==> config.mk <==
export PLATFORM = sky130hd
export DESIGN_NAME = dle_sensor_frame_parser
export DESIGN_NICKNAME = d
export VERILOG_FILES = /design/src/dsfp_pkg.sv /design/src/dsfp_front.sv /design/src/dsfp_queue.sv /design/src/dsfp_back.sv /design/src/dle_sensor_frame_parser.sv
export SDC_FILE = /design/constraint.sdc
export NUM_CORES = 1
export LEC_CHECK = 0
export ABC_AREA = 1
export BUFFER_PORTS_ARGS = -buffer_cell sky130_fd_sc_hd__buf_4
export CORE_ASPECT_RATIO = 2
export CORE_MARGIN = 8
export CORE_UTILIZATION = 54
export DETAILED_ROUTE_END_ITERATION = 10
export MAX_ROUTING_LAYER = met4
export PLACE_DENSITY = 0.82
export SLEW_MARGIN = 20
export SYNTH_ARGS = -nofsm -noshare
export SYNTH_HDL_FRONTEND = slang
export SYNTH_SLANG_ARGS = --single-unit
export TNS_END_PERCENT = 1
==> constraint.sdc <==
create_clock -name i_clk -period 2.6 [get_ports i_clk]
set_clock_uncertainty 0.2 [all_clocks]
set_input_delay 0.39 -clock i_clk [delete_from_list [all_inputs] [get_ports i_clk]]
set_output_delay 0.39 -clock i_clk [all_outputs]
set_load 0.05 [all_outputs]
==> src/dsfp_pkg.sv <==
package dsfp_pkg;

    // Frame symbols
    localparam logic [7:0] SYM_DLE = 8'h10;
    localparam logic [7:0] SYM_DAT = 8'h1A;
    localparam logic [7:0] SYM_NAK = 8'h19;
    localparam logic [7:0] SYM_EOF = 8'h1F;

    // Data field must carry at least this many raw bytes
    localparam logic [7:0] MIN_DATA_LEN = 8'd4;
    // Length byte counts four bytes beyond the data field
    localparam logic [7:0] LEN_OVERHEAD = 8'd4;
    // Number of data slots in one reading
    localparam int         NUM_SLOTS    = 4;

    // Queue between front and back
    localparam int Q_DEPTH = 2;
    localparam int Q_AW    = $clog2(Q_DEPTH);

    // Parser phase
    typedef enum logic [3:0] {
        PH_HUNT   = 4'd0,
        PH_TYPE   = 4'd1,
        PH_LEN    = 4'd2,
        PH_VER    = 4'd3,
        PH_STAT   = 4'd4,
        PH_DATA   = 4'd5,
        PH_CDLE   = 4'd6,
        PH_EOF    = 4'd7,
        PH_CHK_HI = 4'd8,
        PH_CHK_LO = 4'd9
    } t_phase;

    // Received byte with its symbol class
    typedef struct packed {
        logic [7:0] data;
        logic       is_dle;
        logic       is_dat;
        logic       is_nak;
        logic       is_eof;
        logic       is_zero;
    } t_item;

    // Queue status seen by the front
    typedef struct packed {
        logic full;
        logic empty;
    } t_q_status;

endpackage

==> src/dsfp_front.sv <==
module dsfp_front (
    input  logic              i_clk,
    input  logic              i_rst_n,
    input  logic              i_in_valid,
    input  logic [7:0]        i_rx_byte,
    output logic              o_in_stall,
    input  dsfp_pkg::t_q_status i_q_status,
    output logic              o_push,
    output dsfp_pkg::t_item   o_item
);
    import dsfp_pkg::*;

    // Count of bytes taken in, for debug visibility of link activity
    logic [7:0] r_taken;
    logic [7:0] n_taken;

    // Stall only on a full queue; no path from the back side
    assign o_in_stall = i_q_status.full;
    assign o_push     = i_in_valid && !i_q_status.full;

    // Classify the byte once here so the back compares flags only
    always_comb begin
        o_item.data    = i_rx_byte;
        o_item.is_dle  = (i_rx_byte == SYM_DLE);
        o_item.is_dat  = (i_rx_byte == SYM_DAT);
        o_item.is_nak  = (i_rx_byte == SYM_NAK);
        o_item.is_eof  = (i_rx_byte == SYM_EOF);
        o_item.is_zero = (i_rx_byte == 8'h00);
        n_taken        = o_push ? r_taken + 8'd1 : r_taken;
    end

    always_ff @(posedge i_clk) begin
        if (!i_rst_n) begin
            r_taken <= '0;
        end else begin
            r_taken <= n_taken;
        end
    end

endmodule

==> src/dsfp_queue.sv <==
module dsfp_queue (
    input  logic                i_clk,
    input  logic                i_rst_n,
    input  logic                i_push,
    input  dsfp_pkg::t_item     i_item,
    output dsfp_pkg::t_q_status o_status,
    input  logic                i_pop,
    output logic                o_valid,
    output dsfp_pkg::t_item     o_item
);
    import dsfp_pkg::*;

    t_item           r_mem [Q_DEPTH];
    logic [Q_AW-1:0] r_wr_ptr;
    logic [Q_AW-1:0] r_rd_ptr;
    logic [Q_AW:0]   r_count;
    logic            do_push;
    logic            do_pop;

    assign do_push        = i_push && !o_status.full;
    assign do_pop         = i_pop && !o_status.empty;
    assign o_status.full  = (r_count == (Q_AW+1)'(Q_DEPTH));
    assign o_status.empty = (r_count == '0);
    assign o_valid        = !o_status.empty;
    assign o_item         = r_mem[r_rd_ptr];

    // Storage, no reset
    always_ff @(posedge i_clk) begin
        if (do_push) begin
            r_mem[r_wr_ptr] <= i_item;
        end
    end

    // Pointers and fill count
    always_ff @(posedge i_clk) begin
        if (!i_rst_n) begin
            r_wr_ptr <= '0;
            r_rd_ptr <= '0;
            r_count  <= '0;
        end else begin
            if (do_push) begin
                r_wr_ptr <= r_wr_ptr + 1'b1;
            end
            if (do_pop) begin
                r_rd_ptr <= r_rd_ptr + 1'b1;
            end
            case ({do_push, do_pop})
                2'b10:   r_count <= r_count + 1'b1;
                2'b01:   r_count <= r_count - 1'b1;
                default: r_count <= r_count;
            endcase
        end
    end

endmodule

==> src/dsfp_back.sv <==
module dsfp_back (
    input  logic            i_clk,
    input  logic            i_rst_n,
    input  logic            i_q_valid,
    input  dsfp_pkg::t_item i_item,
    output logic            o_pop,
    output logic            o_out_valid,
    input  logic            i_out_stall,
    output logic [31:0]     o_reading_bits,
    output logic            o_checksum_error,
    output logic            o_status_error
);
    import dsfp_pkg::*;

    t_phase      r_phase,          n_phase;
    logic        r_nak_seen,       n_nak_seen;
    logic [7:0]  r_data_len,       n_data_len;
    logic        r_field_count,    n_field_count;
    logic        r_status_bad,     n_status_bad;
    logic [7:0]  r_raw_count,      n_raw_count;
    logic [2:0]  r_byte_slot,      n_byte_slot;
    logic        r_escape_pending, n_escape_pending;
    logic [15:0] r_sum_acc,        n_sum_acc;
    logic [7:0]  r_check_high,     n_check_high;
    logic        r_out_valid,      n_out_valid;
    logic [31:0] r_reading_bits;
    logic        r_checksum_error;
    logic        r_status_error;
    logic [7:0]  r_store [NUM_SLOTS];

    logic        produce;
    logic        store_we;
    logic [1:0]  store_idx;
    logic [2:0]  slot_inc;
    logic [7:0]  len_calc;
    logic [31:0] word;
    logic [15:0] rx_sum;

    // Take the next item unless it ends a frame while the result register is held
    assign o_pop = i_q_valid && (r_phase != PH_CHK_LO || !r_out_valid || !i_out_stall);

    assign word     = {r_store[3], r_store[2], r_store[1], r_store[0]};
    assign rx_sum   = {r_check_high, i_item.data};
    assign slot_inc = r_byte_slot + 3'd1;
    assign len_calc = i_item.data - LEN_OVERHEAD;

    // Next state and outputs
    always_comb begin
        n_phase          = r_phase;
        n_nak_seen       = r_nak_seen;
        n_data_len       = r_data_len;
        n_field_count    = r_field_count;
        n_status_bad     = r_status_bad;
        n_raw_count      = r_raw_count;
        n_byte_slot      = r_byte_slot;
        n_escape_pending = r_escape_pending;
        n_sum_acc        = r_sum_acc;
        n_check_high     = r_check_high;
        produce          = 1'b0;
        store_we         = 1'b0;
        store_idx        = r_byte_slot[1:0];
        n_out_valid      = r_out_valid && i_out_stall;

        if (o_pop) begin
            // Running sum adds type byte through EOF; the opening DLE seeds it
            if (r_phase >= PH_TYPE && r_phase <= PH_EOF) begin
                n_sum_acc = r_sum_acc + {8'h00, i_item.data};
            end

            case (r_phase)
                PH_HUNT: begin
                    if (i_item.is_dle) begin
                        n_nak_seen   = 1'b0;
                        n_status_bad = 1'b0;
                        n_sum_acc    = {8'h00, i_item.data};
                        n_phase      = PH_TYPE;
                    end
                end
                PH_TYPE: begin
                    if (i_item.is_dat) begin
                        n_nak_seen = 1'b0;
                        n_phase    = PH_LEN;
                    end else if (i_item.is_nak) begin
                        n_nak_seen = 1'b1;
                        n_phase    = PH_LEN;
                    end else begin
                        n_phase = PH_HUNT;
                    end
                end
                PH_LEN: begin
                    if (r_nak_seen) begin
                        n_phase = PH_HUNT;
                    end else begin
                        n_data_len = len_calc;
                        n_phase    = (len_calc < MIN_DATA_LEN) ? PH_HUNT : PH_VER;
                    end
                end
                PH_VER, PH_STAT: begin
                    if (r_phase == PH_STAT && !i_item.is_zero) begin
                        n_status_bad = 1'b1;
                    end
                    if (!r_field_count) begin
                        n_field_count = 1'b1;
                    end else begin
                        n_field_count = 1'b0;
                        n_phase       = (r_phase == PH_VER) ? PH_STAT : PH_DATA;
                    end
                end
                PH_DATA: begin
                    if ({1'b0, r_raw_count} + 9'd1 < {1'b0, r_data_len}) begin
                        if (!i_item.is_dle || r_escape_pending) begin
                            store_we         = 1'b1;
                            n_escape_pending = 1'b0;
                            n_byte_slot      = slot_inc;
                            n_raw_count      = r_raw_count + 8'd1;
                            // Reading full before the field ended: drop frame
                            if (slot_inc >= 3'(NUM_SLOTS)) begin
                                n_raw_count      = '0;
                                n_byte_slot      = '0;
                                n_escape_pending = 1'b0;
                                n_phase          = PH_HUNT;
                            end
                        end else begin
                            n_escape_pending = 1'b1;
                            n_raw_count      = r_raw_count + 8'd1;
                        end
                    end else begin
                        // Last raw byte is data even if it is a DLE
                        store_we         = 1'b1;
                        n_raw_count      = '0;
                        n_byte_slot      = '0;
                        n_escape_pending = 1'b0;
                        n_phase          = PH_CDLE;
                    end
                end
                PH_CDLE: begin
                    n_phase = i_item.is_dle ? PH_EOF : PH_HUNT;
                end
                PH_EOF: begin
                    n_phase = i_item.is_eof ? PH_CHK_HI : PH_HUNT;
                end
                PH_CHK_HI: begin
                    n_check_high = i_item.data;
                    n_phase      = PH_CHK_LO;
                end
                PH_CHK_LO: begin
                    produce     = 1'b1;
                    n_out_valid = 1'b1;
                    n_phase     = PH_HUNT;
                end
                default: begin
                    n_phase = PH_HUNT;
                end
            endcase
        end
    end

    // Control state
    always_ff @(posedge i_clk) begin
        if (!i_rst_n) begin
            r_phase          <= PH_HUNT;
            r_nak_seen       <= 1'b0;
            r_data_len       <= '0;
            r_field_count    <= 1'b0;
            r_status_bad     <= 1'b0;
            r_raw_count      <= '0;
            r_byte_slot      <= '0;
            r_escape_pending <= 1'b0;
            r_sum_acc        <= '0;
            r_check_high     <= '0;
            r_out_valid      <= 1'b0;
        end else begin
            r_phase          <= n_phase;
            r_nak_seen       <= n_nak_seen;
            r_data_len       <= n_data_len;
            r_field_count    <= n_field_count;
            r_status_bad     <= n_status_bad;
            r_raw_count      <= n_raw_count;
            r_byte_slot      <= n_byte_slot;
            r_escape_pending <= n_escape_pending;
            r_sum_acc        <= n_sum_acc;
            r_check_high     <= n_check_high;
            r_out_valid      <= n_out_valid;
        end
    end

    // Reading slots, written only by data bytes
    always_ff @(posedge i_clk) begin
        if (store_we) begin
            r_store[store_idx] <= i_item.data;
        end
    end

    // Result register
    always_ff @(posedge i_clk) begin
        if (produce) begin
            r_reading_bits   <= word;
            r_checksum_error <= (rx_sum != r_sum_acc);
            r_status_error   <= r_status_bad;
        end
    end

    assign o_out_valid      = r_out_valid;
    assign o_reading_bits   = r_reading_bits;
    assign o_checksum_error = r_checksum_error;
    assign o_status_error   = r_status_error;

endmodule

==> src/dle_sensor_frame_parser.sv <==
// Sensor reply frame parser for a DLE-stuffed byte link.
// Input channel: one received byte per item on i_rx_byte, taken at an edge
// where i_in_valid is high and o_in_stall is low.
// Output channel: one item per complete frame on o_reading_bits,
// o_checksum_error and o_status_error, taken at an edge where o_out_valid
// is high and i_out_stall is low. Dropped frames (NAK, bad type, short
// length, reading overflow, bad closing bytes) give no item.
// Throughput: one byte per cycle, sustained, as long as results are taken.
// The classifier front writes a two-entry queue; the parser back reads one
// entry per cycle, unless a held result blocks the low checksum byte, into
// its state machine and a single result register. The result register
// loads at the edge that takes the low checksum byte from the queue.
// A stalled result holds its value; the back keeps parsing bytes that make
// no result, and the queue fills only if a second result is due. The input
// stalls only while the queue is full.
// Reset (synchronous, active low) empties the queue, drops any pending
// result and returns the parser to hunting for DLE.
module dle_sensor_frame_parser (
    input  logic        i_clk,
    input  logic        i_rst_n,
    input  logic        i_in_valid,
    output logic        o_in_stall,
    input  logic [7:0]  i_rx_byte,
    output logic        o_out_valid,
    input  logic        i_out_stall,
    output logic [31:0] o_reading_bits,
    output logic        o_checksum_error,
    output logic        o_status_error
);
    import dsfp_pkg::*;

    t_q_status q_status;
    t_item     push_item;
    t_item     pop_item;
    logic      push;
    logic      pop;
    logic      q_valid;

    dsfp_front u_front (
        .i_clk      (i_clk),
        .i_rst_n    (i_rst_n),
        .i_in_valid (i_in_valid),
        .i_rx_byte  (i_rx_byte),
        .o_in_stall (o_in_stall),
        .i_q_status (q_status),
        .o_push     (push),
        .o_item     (push_item)
    );

    dsfp_queue u_queue (
        .i_clk    (i_clk),
        .i_rst_n  (i_rst_n),
        .i_push   (push),
        .i_item   (push_item),
        .o_status (q_status),
        .i_pop    (pop),
        .o_valid  (q_valid),
        .o_item   (pop_item)
    );

    dsfp_back u_back (
        .i_clk            (i_clk),
        .i_rst_n          (i_rst_n),
        .i_q_valid        (q_valid),
        .i_item           (pop_item),
        .o_pop            (pop),
        .o_out_valid      (o_out_valid),
        .i_out_stall      (i_out_stall),
        .o_reading_bits   (o_reading_bits),
        .o_checksum_error (o_checksum_error),
        .o_status_error   (o_status_error)
    );

endmodule

Yosys cells after proc, flatten, opt, wreduce, memory -nomap -nowiden
Memory sizes are Yosys's and may differ from the RTL's. A register that Yosys moved wholly into a read port is not among the register bits.
Cells that the tools add are included.
Widths: inputs -> output; s select.
{"block": "classes", "add_sub_neg": 9, "order_cmp": 5, "eq_ne": 25, "muxes": 46, "n_bitwise": 1, "reduce_logical": 31}
{"operator": "$mux 16", "count": 3}
{"operator": "$eq 8x5->1 const B", "count": 4}
{"operator": "$mux 4", "count": 8}
{"operator": "$pmux 4 s8", "count": 1}
{"operator": "$mux 8", "count": 3}
{"operator": "$mux 1", "count": 22}
{"operator": "$add 16x8->16", "count": 1}
{"operator": "$eq 4x3->1 const B", "count": 4}
{"operator": "$ne 16x16->1", "count": 1}
{"operator": "$mux 3", "count": 4}
{"operator": "$add 8x1->9 const B", "count": 1}
{"operator": "$lt 9x8->1", "count": 1}
{"operator": "$ne 3x3->1 const B", "count": 3}
{"operator": "$add 8x1->8 const B", "count": 1}
{"operator": "$eq 4x2->1 const B", "count": 2}
{"operator": "$eq 4x4->1 const B", "count": 2}
{"operator": "$logic_not 8->1", "count": 1}
{"operator": "$lt 8x3->1 const B", "count": 1}
{"operator": "$reduce_and 4->1", "count": 2}
{"operator": "$sub 8x3->8 const B", "count": 1}
{"operator": "$logic_and 1x1->1", "count": 7}
{"operator": "$logic_not 1->1", "count": 6}
{"operator": "$ne 2x1->1 const B", "count": 3}
{"operator": "$reduce_and 2->1", "count": 3}
{"operator": "other kinds (23)", "count": 32}
{"block": "word_totals", "reg_bits": 58, "mem_bits_rw": 58, "output_inout_bits": 36, "word_cells": 135, "memories": 2}
{"name": "u_back.r_store", "depth": 4, "width": 8, "read_ports": 4, "rd_ports_with_merged_regs": 4, "write_ports": 1, "line": "dsfp_back.sv:29", "source": "logic [7:0] r_store [NUM_SLOTS];"}
{"name": "u_queue.r_mem", "depth": 2, "width": 13, "read_ports": 1, "rd_ports_with_merged_regs": 1, "write_ports": 1, "line": "dsfp_queue.sv:13", "source": "t_item r_mem [Q_DEPTH];"}

Logic depth before layout (Yosys ltp)
Gate-level depths: netlist (run 1).
{"block": "depth", "word_depth": 8, "ltp_mapped": 19}

By module
From an unflattened synthesis (run 1), not the netlist that was laid out.
{"block": "unflattened", "cells_unflattened": 670, "hier_area_um2": 6675.2}
{"module": "dsfp_back", "n_inst": 1, "cells_per_inst": 555, "area_each_um2": 5290.1}
{"module": "dsfp_queue", "n_inst": 1, "cells_per_inst": 80, "area_each_um2": 1209.9}
{"module": "dsfp_front", "n_inst": 1, "cells_per_inst": 35, "area_each_um2": 175.2}

Least setup slack after synthesis (run 1)
Ideal clock, no wire load.
{"block": "synth_timing", "path_kind": "register -> register", "startpoint": "register u_back.r_raw_count[0]", "endpoint": "memory u_back.r_store[0][0] (enable)", "arrival_ns": 2.310, "required_ns": 2.029, "setup_slack_ns": -0.280, "path_stages_with_launch": 16, "n_path_buf": 0, "period_less_slack_ns": 2.880, "cell_sequence": "dfxtp_1 > ha_1 > nand2_1 > nor2_2 > nand3_1 > xor2_1 > inv_1 > ha_1 > nand2_1 > inv_1 > nand3_2 > nor2_1 > nor2_4 > nand4_1 > nand2_2 > nor2_1"}
{"block": "synth_via", "elab_chain_len": 7}
{"element": "start: declaration", "line": "dsfp_back.sv:20", "source": "logic [7:0] r_raw_count, n_raw_count;"}
{"element": "start signal: assignment", "line": "dsfp_back.sv:178", "source": "r_raw_count <= n_raw_count;"}
{"element": "$add 8x1->9", "line": "dsfp_back.sv:110", "source": "if ({1'b0, r_raw_count} + 9'd1 < {1'b0, r_data_len}) begin"}
{"element": "$lt 9x8->1", "line": "dsfp_back.sv:110"}
{"element": "$mux 1", "line": "dsfp_back.sv:110"}
{"element": "$mux 1", "line": "dsfp_back.sv:70", "source": "case (r_phase)"}
{"element": "$mux 1", "line": "dsfp_back.sv:64", "source": "if (o_pop) begin"}
{"element": "$mux 1", "line": "dsfp_back.sv:189", "source": "if (store_we) begin"}
{"element": "$mux 1 (not written as such)", "line": "dsfp_back.sv:190", "source": "r_store[store_idx] <= i_item.data;"}
{"element": "end: declaration", "line": "dsfp_back.sv:29"}
No other way between the ends.

Final worst setup path (run 1)
{"block": "layout_timing", "startpoint": "register u_back.r_raw_count[0]", "endpoint": "memory u_back.r_store[1][7] (enable)"}
The elaborated chain is that of the path after synthesis.

==> results of run 1 <==
tightest hold or removal path: stages:
cell and delay, ns:
buf_4 0.11, nand2_1 0.08, a21oi_1 0.06
layout by cell type, fill, tap and decap left out, types with 7 or more instances in the layout:
cell type      instances
nand3_1               18
xor2_1                 7
buf_4                 87
inv_2                 13
nor2_4                10
nand2_2               16
clkbuf_16             17
inv_8                  7
edfxtp_1              92
nor2_1                40
nand4_1                7
nor2_2                10
nand2_1              118
inv_1                 82
dfxtp_1               53
nor4_1                 7
or2_2                  7
ha_1                  18
o21ai_0               30
dlygate4sd3_1          8
a21oi_1               53
cell type report:
cell class | count | area [sq um] | share of cell area
Clock buffer | 17 | 425 | 0.0506
Timing Repair Buffer | 102 | 821 | 0.0976
Clock inverter | 15 | 175 | 0.0208
Tap cell | 147 | 184 | 0.0219
Inverter | 96 | 365 | 0.0434
Multi-Input combinational cell | 413 | 2520 | 0.300
Sequential cell | 149 | 3920 | 0.466
power by group through the flow:
stage	clock network [mW]	registers (mW)	logic, mW
6_report	2.50	2.84	2.40
4_1_cts	2.53	2.83	2.28
2_1_floorplan	0	2.85	1.49
3_5_place_dp	0	2.88	2.23
5_1_grt	2.62	2.86	2.60
3_3_place_gp	0	2.87	2.15
cells by family (layout without fill, tap and decap cells):
kind of cell	Yosys count	count (layout)	synth area share
XOR/XNOR	11	11	0.0146
buffers and inverters	106	230	0.0666
multiplexers	1	1	0.00151
flip-flops	149	149	0.590
AO/OA/AOI/OAI	118	118	0.100
adder cells (fa/ha/maj)	24	24	0.0465
AND/OR/NAND/NOR	259	259	0.181
routing by layer:
metal  share of wire  GRT usage  vias to the layer above
li1                -          -                     2468
met2            0.57      0.387                      192
met4           0.049      0.125                        0
met5               0          -                        -
met1            0.33      0.186                     2438
met3           0.053     0.0425                       74
repair_timing:
action	4_1_cts	5_1_grt
setup buffers	8	2
endpoints found under the setup margin	53	61
resized for setup	24	34
endpoints found under the hold margin	16	0
pin swaps	15	17
hold buffers	8	0
metrics by stage:
step                hold slack [ns]  worst slack, ns  setup TNS, ns  std cells
floorplan                     0.200          -0.0129         -0.103        668
global placement              0.202          -0.0994          -2.58        889
detailed placement            0.205           -0.184          -6.56        889
CTS                          0.0448           -0.169          -4.83        937
global route                 0.0698           -0.303         -12.57        939
finish                       0.0564           -0.185          -6.48        939
worst min path at each step:
stage / start / endpoint / slack [ns] / cells after the start
finish: i_out_stall / u_back.o_out_valid / 0.06 / 3
floorplan: u_back.r_store[1][2] / o_reading_bits[10] / 0.20 / 0
CTS: i_out_stall / u_back.o_out_valid / 0.04 / 3
global route: i_out_stall / u_back.o_out_valid / 0.07 / 3
global placement: u_back.r_store[1][7] / o_reading_bits[15] / 0.20 / 0
detailed placement: u_back.r_store[2][1] / o_reading_bits[17] / 0.20 / 0
state kept, by name, indices dropped and copies added (netlist names), 2 cells and up, named ones only:
signal and count:
u_back.r_byte_slot 3, u_back.o_reading_bits 7, u_queue.r_mem 26, u_back.r_raw_count 8, u_back.r_store 32, u_back.r_phase 4, u_back.r_sum_acc 16, o_reading_bits 25
u_back.r_check_high 8, u_back.r_data_len 8, u_queue.r_count 2
cell usage after synthesis (3+ instances only):
library cell	n	area, sq um
a31oi_1	5	31.3
o21ai_0	33	165
inv_1	86	323
nor3_1	7	35.0
a21oi_1	59	295
nor2_1	51	191
nor2_2	7	43.8
nand3_1	20	100
xnor2_1	4	35.0
dfxtp_1	57	1140
ha_1	23	288
a211oi_1	3	22.5
or2_2	7	43.8
nor4_1	8	50.1
nand2_2	10	62.6
nand3_2	4	40.0
o21ai_1	4	20.0
o21ai_2	3	26.3
edfxtp_1	92	2760
inv_2	9	33.8
nand2_1	127	477
xor2_1	7	61.3
nand4_1	7	43.8
==> results by group, run 1 <==
GRT
  – All-Layer GR Usage: 0.211
  – Largest net degree at the start of global routing: 35
  – GR Overflow Total: 0
  – Initial antenna violation count: 0
  – Global-route wire length before repair: 25.7 mm
  – Number of global-route vias before repair: around 5,300

Setup path
  – Setup CP Type: flip-flop to flip-flop
  – R2r endpoint: u_back.r_store[1][7]
  – Crit. path cell count: 15
  – FF-to-FF path depth: 15
  – Worst Path Arrival: 2.78 ns
  – CP bufs+invs: 2
  – Setup crit start kind: flip-flop
  – Critical Path End: u_back.r_store[1][7]
  – Crit. End Element: flip-flop
  – FF-to-FF setup slack: -0.18 ns
  – Slowest Stage Delay on Critical Path: 0.38 ns
  – Crit path cell chain: ha_4 -> nand2_4 -> nor2_4 -> nand3_2 -> xor2_1 -> inv_1 -> ha_4 -> a21o_4 -> nand3_2 -> nand2_2 -> nor2_4 -> nand4_1 -> nand2_4 -> nor2_4 -> buf_12
  – Setup crit start: u_back.r_raw_count[0]
  – Worst path slowest cell: dfxtp_4
  – CP delay by family, top: simple AND/OR/NAND/NOR gates
  – Worst reg2reg path startpoint: u_back.r_raw_count[0]
  – Max Fanout on Critical Path: 7
  – Critical Path RT: about 2.6 ns
  – Most common cell on crit path: nor2_4

Finish
  – Diode count: 0
  – Synth-to-layout area growth: 27.1%
  – Share of cells above drive strength 1: 0.280
  – Core Util, Final: 0.698
  – FILL cells: ~820
  – NumNets Final: 815
  – Final Cell Area: ~8400 sq um

STA
  – Crit share post-route: 1.07
  – Final hold vios: 0
  – RSZ-0062 raised after global routing: true
  – Setup ws final: -0.185 ns
  – Slew margin rel.: 0.470
  – Final Setup Violations: 48
  – Fmax: around 360 MHz
  – Slew Limit Fails: 0
  – Final critical-path required period: approximately 2.8 ns
  – Worst-margin pin slew: 0.795 ns

Power
  – Leakage: between 3 and 4 nW
  – Seq pwr share: 0.367
  – Clock network power share: 0.323
  – Switch share: 0.356
  – Max IR drop VDD: 0.741 mV
  – Internal Power: about 5 mW
  – Power per cell area: 920 nW/um^2
  – Final Power: 7.74 mW
  – Net Sw Power: 2.75 mW
  – Combinational power share: 0.310

Run
  – Max cap viols: 0

CTS
  – CTS tree: yes
  – Clock latency on the worst-skew pair: 0.43 ns
  – H-tree level count: 4
  – TritonCTS buffer count: 17
  – Clock-pin slew on the worst setup and hold paths: 0.07 ns
  – Clk root buf: clkbuf_16
  – Sink Count: 149
  – CTS Buffer Depth: 2

Yosys
  – Flops & latches, synth: about 150
  – Synth async-reset ratio: 0
  – Post-synth top flop: edfxtp_1
  – Seq/Total Area, Yosys: 0.590
  – Post-synth cell types: ~50
  – Yosys Warn Count: 0
  – Post-Syn Area: around 6600 sq um
  – Syn_area_per_cell: just under 10 sq um
  – Number of synthesized flops with an enable pin: 92
  – Net count after synthesis: 704
  – Synth Instances: 668

Route
  – Avg Vias per Cell: 5.51
  – Routed WL per cell: about 17 um
  – Total wire length: 16.2 mm
  – DR pass1 iterations: 7
  – Routed via count: 5,172
  – Initial DRC Count: 334
  – Post-route ant nets: 0
  – Number of remaining DRC errors: 0

Floorplan
  – Die X: 94.3 um
  – Rows: 57
  – I/O pins: 48
  – Full die area: 16,300 sq um
  – Vert. Die Dim: ~170 um
  – CORE AREA: 12,100 sq um
  – Initial Util: 0.549

Worst hold path
  – Hold Path Class: primary input to flip-flop

Placed design
  – HPWL after DPL: 11.2 mm
  – Port Buf Inserts: 47
  – Gpl congestion: between 0.9 and 1
  – DP Area: ~7400 sq um

Run status
  – Violated checks: setup timing
  – Status: finished, violations left
Note: power is estimated with default switching activity, not from simulation.
==> run 2, diff against run 1 <==
--- a/config.mk
+++ b/config.mk
@@ -6,11 +6,12 @@
 export NUM_CORES = 1
 export LEC_CHECK = 0
 export ABC_AREA = 1
-export BUFFER_PORTS_ARGS = -buffer_cell sky130_fd_sc_hd__buf_4
+export BUFFER_PORTS_ARGS = -buffer_cell sky130_fd_sc_hd__buf_2
 export CORE_ASPECT_RATIO = 2
 export CORE_MARGIN = 8
 export CORE_UTILIZATION = 54
 export DETAILED_ROUTE_END_ITERATION = 10
+export HOLD_SLACK_MARGIN = 0.08
 export MAX_ROUTING_LAYER = met4
 export PLACE_DENSITY = 0.82
 export SLEW_MARGIN = 20
==> constraint.sdc (replaced) <==
create_clock -name i_clk -period 2.4 [get_ports i_clk]
set_clock_uncertainty 0.2 [all_clocks]
set_input_delay 0.36 -clock i_clk [delete_from_list [all_inputs] [get_ports i_clk]]
set_output_delay 0.36 -clock i_clk [all_outputs]
set_load 0.05 [all_outputs]
==> run 2 against run 1 <==
  * The run still ends with setup timing left
  * Sequential share of layout area decreased by 0.38 points
  * Maximum frequency up 2.0%
  * Cell area is 0.89% higher
  * Wire length is 6.8% higher
  * Worst setup slack worse by 0.14 ns
  * Cell count up 2.4%
  * Critical path depth unchanged
  * Flip-flop and latch count unchanged
  * Global-route usage grew 1.5 points
  * First-iteration DRC count increased by 12%
==> results by group, run 2 (synthesis gave the netlist of run 1 again) <==
Floorplan
  – Initial Util: 0.549
  – Rows: 57
  – I/O pins: 48
  – Die X: ~94 um
  – Vert. Die Dim: 173 um
  – Full die area: 16,300 sq um
  – CORE AREA: about 12,000 sq um

Route
  – Routed WL per cell: about 18 um
  – Avg Vias per Cell: 5.56
  – Post-route ant nets: 0
  – DR pass1 iterations: 5
  – Total wire length: approximately 17 mm
  – Routed via count: approximately 5,400
  – Number of remaining DRC errors: 0
  – Initial DRC Count: 374

Run
  – Max cap viols: 0

GRT
  – GR Overflow Total: 0
  – Global-route wire length before repair: 27.5 mm
  – GR Util met1: 0.194
  – Initial antenna violation count: 0
  – Number of global-route vias before repair: around 5,600
  – Met2 usage: 0.413
  – GRT Max-Usage Layer: met2
  – All-Layer GR Usage: 0.225
  – Largest net degree at the start of global routing: 35
  – GR Util met3: 0.0499

Finish
  – NumNets Final: 838
  – Most common cell after layout, fill and taps aside: nand2_1
  – FILL cells: between 700 and 800
  – Final Cell Area: 8490 sq um
  – Commonest cells after routing, fill and taps aside: nand2_1, edfxtp_1, inv_1
  – Diode count: 0
  – Synth-to-layout area growth: 28.3%
  – Largest Register: u_back.r_store
  – Share of cells above drive strength 1: 0.304
  – Max FFs per register: 32

Setup path
  – Slowest Stage Delay on Critical Path: 0.36 ns
  – Worst Path Arrival: 2.63 ns
  – FF-to-FF setup slack: -0.33 ns
  – Most common cell on crit path: nor2_4
  – Critical Path RT: roughly 2.3 ns
  – Worst path slowest cell: dfxtp_4
  – Setup crit start kind: flip-flop
  – Max Fanout on Critical Path: 8
  – Crit path cell chain: ha_4 -> nand2_2 -> nor2_4 -> nand3_2 -> xor2_1 -> inv_1 -> ha_4 -> nand2_1 -> inv_2 -> nand3_2 -> nor2_4 -> nor2_4 -> nand4_1 -> nand2_4 -> nor2_4
  – Setup CP Type: flip-flop to flip-flop
  – Crit. End Element: flip-flop

Power
  – Max IR drop VDD: approximately 0.9 mV
  – Power per cell area: between 1000 and 1500 nW/um^2
  – Final Power: 8.91 mW
  – Leakage: 3.41 nW

Placed design
  – DP Area: between 7000 and 8000 sq um
  – Worst slack, placed: -0.393 ns
  – Gpl congestion: between 0.9 and 1
  – Port Buf Inserts: 47
  – HPWL after DPL: 11.8 mm

Run status
  – Violated checks: setup timing
  – Status: finished, violations left

CTS
  – H-tree level count: 4
  – CTS tree: yes
  – Sink Count: 149
  – Clock-pin slew on the worst setup and hold paths: approximately 0.06 ns
  – Clk root buf: clkbuf_16
  – TritonCTS buffer count: 17
  – Clock latency on the worst-skew pair: 0.43 ns
  – CTS Buffer Depth: 2

STA
  – Setup TNS: -13.03 ns
  – Slew margin rel.: 0.423
  – Final Hold Slack: 0.177 ns
  – Fmax: 366 MHz
  – RSZ-0062 raised after global routing: true
  – Final Setup Violations: 55
  – Crit share post-route: 1.14
  – Final hold vios: 0
  – Final critical-path required period: 2.73 ns
  – Setup ws final: -0.329 ns
  – Worst-margin pin slew: 0.844 ns
  – Slew Limit Fails: 0

Worst hold path
  – Hold Path Class: primary input to flip-flop
run 2: cell type report:
class,instances,area (sq um),area share
well taps,147,184,0.0217
inverters,96,368,0.0434
clock inverters,15,166,0.0196
flip-flops and latches,149,3920,0.462
clock buffers,17,425,0.0501
repair buffers,124,860,0.101
multi-input cells,414,2560,0.302
run 2: layer usage:
layer,vias up,wire (um)
li1,2524,-
met1,2544,5490
met2,208,9920
met3,76,960
met4,0,979
met5,-,0
run 2: worst paths after layout:
path | start | to | cells after the start
max | u_back.r_raw_count[0] | u_back.r_store[1][4] | 15
min | i_rst_n | u_back.r_phase[0] | 3
max reg2reg | u_back.r_raw_count[0] | u_back.r_store[1][4] | 15
min reg2reg | u_back.r_store[0][5] | u_back.o_reading_bits[5] | 0
run 2: worst max-delay path: cells and delay by family (launching register included):
family,cells,cell delay [ns]
simple gates,10,1.15
fa+ha+maj,2,0.40
flops,1,0.36
xor+xnor,1,0.14
buf+inv,2,0.14
run 2: power by group:
group / total (mW) / switching, mW / internal [mW]
Combinational: 3.12 / 1.84 / 1.28
Clock: 2.68 / 1.13 / 1.56
Sequential: 3.11 / 0.146 / 2.96
run 2: what timing repair did:
item                       CTS  global route
hold endpoints to repair    20             0
setup endpoints to repair   62            64
cloned                       1             0
resized for setup           25            29
pin swaps                   17             3
hold buffers                 9             0
setup buffers                4             0
run 2: stage by stage:
| stage | util | instances |
|---|---|---|
| finish | 0.704 | 962 |
| global route | 0.704 | 962 |
| CTS | 0.692 | 962 |
| detailed placement | 0.624 | 916 |
| global placement | 0.624 | 916 |
| floorplan | - | 668 |
==> run 3, diff against run 2 <==
--- a/config.mk
+++ b/config.mk
@@ -13,9 +13,10 @@
 export DETAILED_ROUTE_END_ITERATION = 10
 export HOLD_SLACK_MARGIN = 0.08
 export MAX_ROUTING_LAYER = met4
-export PLACE_DENSITY = 0.82
+export PLACE_DENSITY = 0.85
 export SLEW_MARGIN = 20
 export SYNTH_ARGS = -nofsm -noshare
 export SYNTH_HDL_FRONTEND = slang
+export SYNTH_HIERARCHICAL = 1
 export SYNTH_SLANG_ARGS = --single-unit
 export TNS_END_PERCENT = 1
==> run 3 against run 2 <==
  * Largest power group is now registers
  * Total power rose by 0.33%
  * Core utilization fell by 0.39 points
  * Cell count fell by 1.0%
  * Register-to-register slack improved by 0.06 ns
  * The flow still finishes with violations (setup timing)
  * Wire length rose by 2.2%
  * First-iteration DRC count rose by 8.6%
==> results by group, run 3 <==
Yosys
  – Yosys Warn Count: 6
  – Synth Instances: between 600 and 700
  – Largest cells by area after synthesis: edfxtp_1, dfxtp_1, nand2_1
  – Top-count cell post-synth: nand2_1
  – Flops & latches, synth: roughly 150
  – Number of synthesized flops with an enable pin: 92
  – Synth top area share: 0.414
  – Post-Syn Area: between 6000 and 7000 sq um
  – Synth async-reset ratio: 0
  – Seq/Total Area, Yosys: 0.585
  – Post-synth top flop: edfxtp_1
  – Syn_area_per_cell: 9.96 sq um
  – Cell taking the most area after synthesis: edfxtp_1
  – Post-synth cell types: 45
  – Synth top cells by count: nand2_1, edfxtp_1, nor2_1
  – Net count after synthesis: 706

Placed design
  – DP Area: approximately 7500 sq um
  – Port Buf Inserts: 47
  – HPWL after DPL: 12.3 mm
  – Gpl congestion: 0.946
  – Worst slack, placed: -0.255 ns

Run status
  – Violated checks: setup timing
  – Status: finished, violations left

STA
  – Setup ws final: -0.273 ns
  – Fmax: 374 MHz
  – Final hold vios: 0
  – Worst-margin pin slew: 0.585 ns
  – Crit share post-route: 1.11
  – Slew Limit Fails: 0
  – RSZ-0062 raised after global routing: true
  – Final critical-path required period: around 2.7 ns
  – Slew margin rel.: 0.606
  – Final Hold Slack: approximately 0.17 ns
  – Final Setup Violations: 51

Finish
  – Commonest cells after routing, fill and taps aside: nand2_1, edfxtp_1, inv_1
  – Area of the multi-input gates: 2630 sq um
  – FILL cells: about 840
  – Final Cell Area: 8490 sq um
  – Most common cell after layout, fill and taps aside: nand2_1
  – Share of cells above drive strength 1: 0.297
  – Diode count: 0
  – FF+latch area: 3920 sq um
  – NumNets Final: 828
  – Synth-to-layout area growth: 27.2%
  – Core Util, Final: 0.700

CTS
  – TritonCTS buffer count: 17
  – Sink Count: approximately 150
  – CTS tree: yes
  – H-tree level count: 4
  – Clock-pin slew on the worst setup and hold paths: 0.07 ns
  – Clock latency on the worst-skew pair: 0.43 ns
  – CTS Buffer Depth: 2
  – Clk root buf: clkbuf_16

GRT
  – Number of global-route vias before repair: 5,327
  – Global-route wire length before repair: about 27 mm
  – Initial antenna violation count: 0
  – GR Overflow Total: 0
  – Largest net degree at the start of global routing: 35
  – All-Layer GR Usage: 0.224

Floorplan
  – Vert. Die Dim: 173 um
  – Full die area: about 16,000 sq um
  – Rows: between 50 and 60
  – CORE AREA: 12,100 sq um
  – I/O pins: 48
  – Die X: 94.6 um
  – Initial Util: 0.551

Route
  – Post-route ant nets: 0
  – Avg Vias per Cell: 5.58
  – DR pass1 iterations: 7
  – Routed WL per cell: 18.6 um
  – Total wire length: 17.7 mm
  – Number of remaining DRC errors: 0
  – Initial DRC Count: 406
  – Routed via count: between 5,000 and 6,000

Power
  – Power per cell area: around 1100 nW/um^2
  – Leakage: approximately 3.5 nW
  – Final Power: 8.94 mW
  – Max IR drop VDD: 0.998 mV

Setup path
  – Worst Path Arrival: 2.79 ns
  – Setup CP Type: flip-flop to flip-flop
  – FF-to-FF setup slack: -0.27 ns
  – Setup crit start kind: flip-flop
  – Critical Path RT: between 2 and 3 ns
  – Crit. End Element: flip-flop
  – Max Fanout on Critical Path: 7

Run
  – Max cap viols: 0

Worst hold path
  – Hold Path Class: primary input to flip-flop
[run 3: cell type report]
type | instances | share of cell area
tap | 147 | 0.0217
clock buffer | 17 | 0.0501
inverter | 88 | 0.0395
multi-input combinational | 417 | 0.310
clock inverter | 15 | 0.0211
sequential | 149 | 0.462
timing repair buffer | 119 | 0.0964
[run 3: repair_timing]
action / 4_1_cts / 5_1_grt
hold buffers: 9 / 0
hold endpoints to repair: 17 / 0
setup endpoints to repair: 58 / 64
pin swaps: 15 / 17
buffers inserted: 5 / 7
gates resized for setup: 19 / 34
[run 3: final timing paths]
| path | start | to | cells past startpoint |
|---|---|---|---|
| setup / recovery | u_back/r_raw_count[0] | u_back/r_byte_slot[1] | 16 |
| hold / removal | i_in_valid | u_queue/r_wr_ptr | 7 |
| setup reg to reg | u_back/r_raw_count[0] | u_back/r_byte_slot[1] | 16 |
| hold reg to reg | u_back/r_store[0][3] | u_back/o_reading_bits[3] | 0 |
[run 3: critical path, cell delays in order, from the launching register on]
cell	delay (ns)
dfxtp_4	0.38
ha_4	0.16
nand2_4	0.06
nor3_4	0.14
xor2_2	0.17
ha_1	0.27
a21o_2	0.20
nand3_2	0.07
nand2_2	0.06
nor2_4	0.17
buf_6	0.13
nand3_4	0.08
nand2_8	0.14
buf_4	0.13
inv_1	0.04
nor2_1	0.09
nor2_1	0.06
[run 3: cells by family (layout without fill, tap and decap cells)]
family,after synthesis,in the layout,synth area share
AND/OR/NAND/NOR,258,258,0.174
buffers and inverters,104,239,0.0667
flip-flops,149,149,0.585
multiplexers,13,13,0.0219
XOR/XNOR,13,13,0.0171
AO/OA/AOI/OAI,109,109,0.0896
adder cells (fa/ha/maj),24,24,0.0461
[run 3: per-layer routing]
| layer | vias to the layer above | share of wire | GRT usage |
|---|---|---|---|
| met5 | - | 0 | - |
| met4 | 0 | 0.063 | 0.140 |
| met3 | 76 | 0.053 | 0.0438 |
| met2 | 222 | 0.55 | 0.396 |
| met1 | 2521 | 0.34 | 0.211 |
| li1 | 2489 | - | - |
[run 3: through the flow]
stage	setup TNS [ns]	instances
after CTS	-8.63	945
after global routing	-16.76	952
after global placement	-5.44	899
final	-9.69	952
after floorplan	-0.0926	670
after detailed placement	-10.82	899
[run 3: power breakdown]
| group | switching, mW | total [mW] | leakage [nW] | internal [mW] |
|---|---|---|---|---|
| logic | 1.83 | 3.03 | 1.89 | 1.21 |
| clock network | 1.24 | 2.65 | 0.288 | 1.41 |
| registers | 0.201 | 3.25 | 1.30 | 3.05 |
| total | 3.27 | 8.94 | 3.48 | 5.67 |
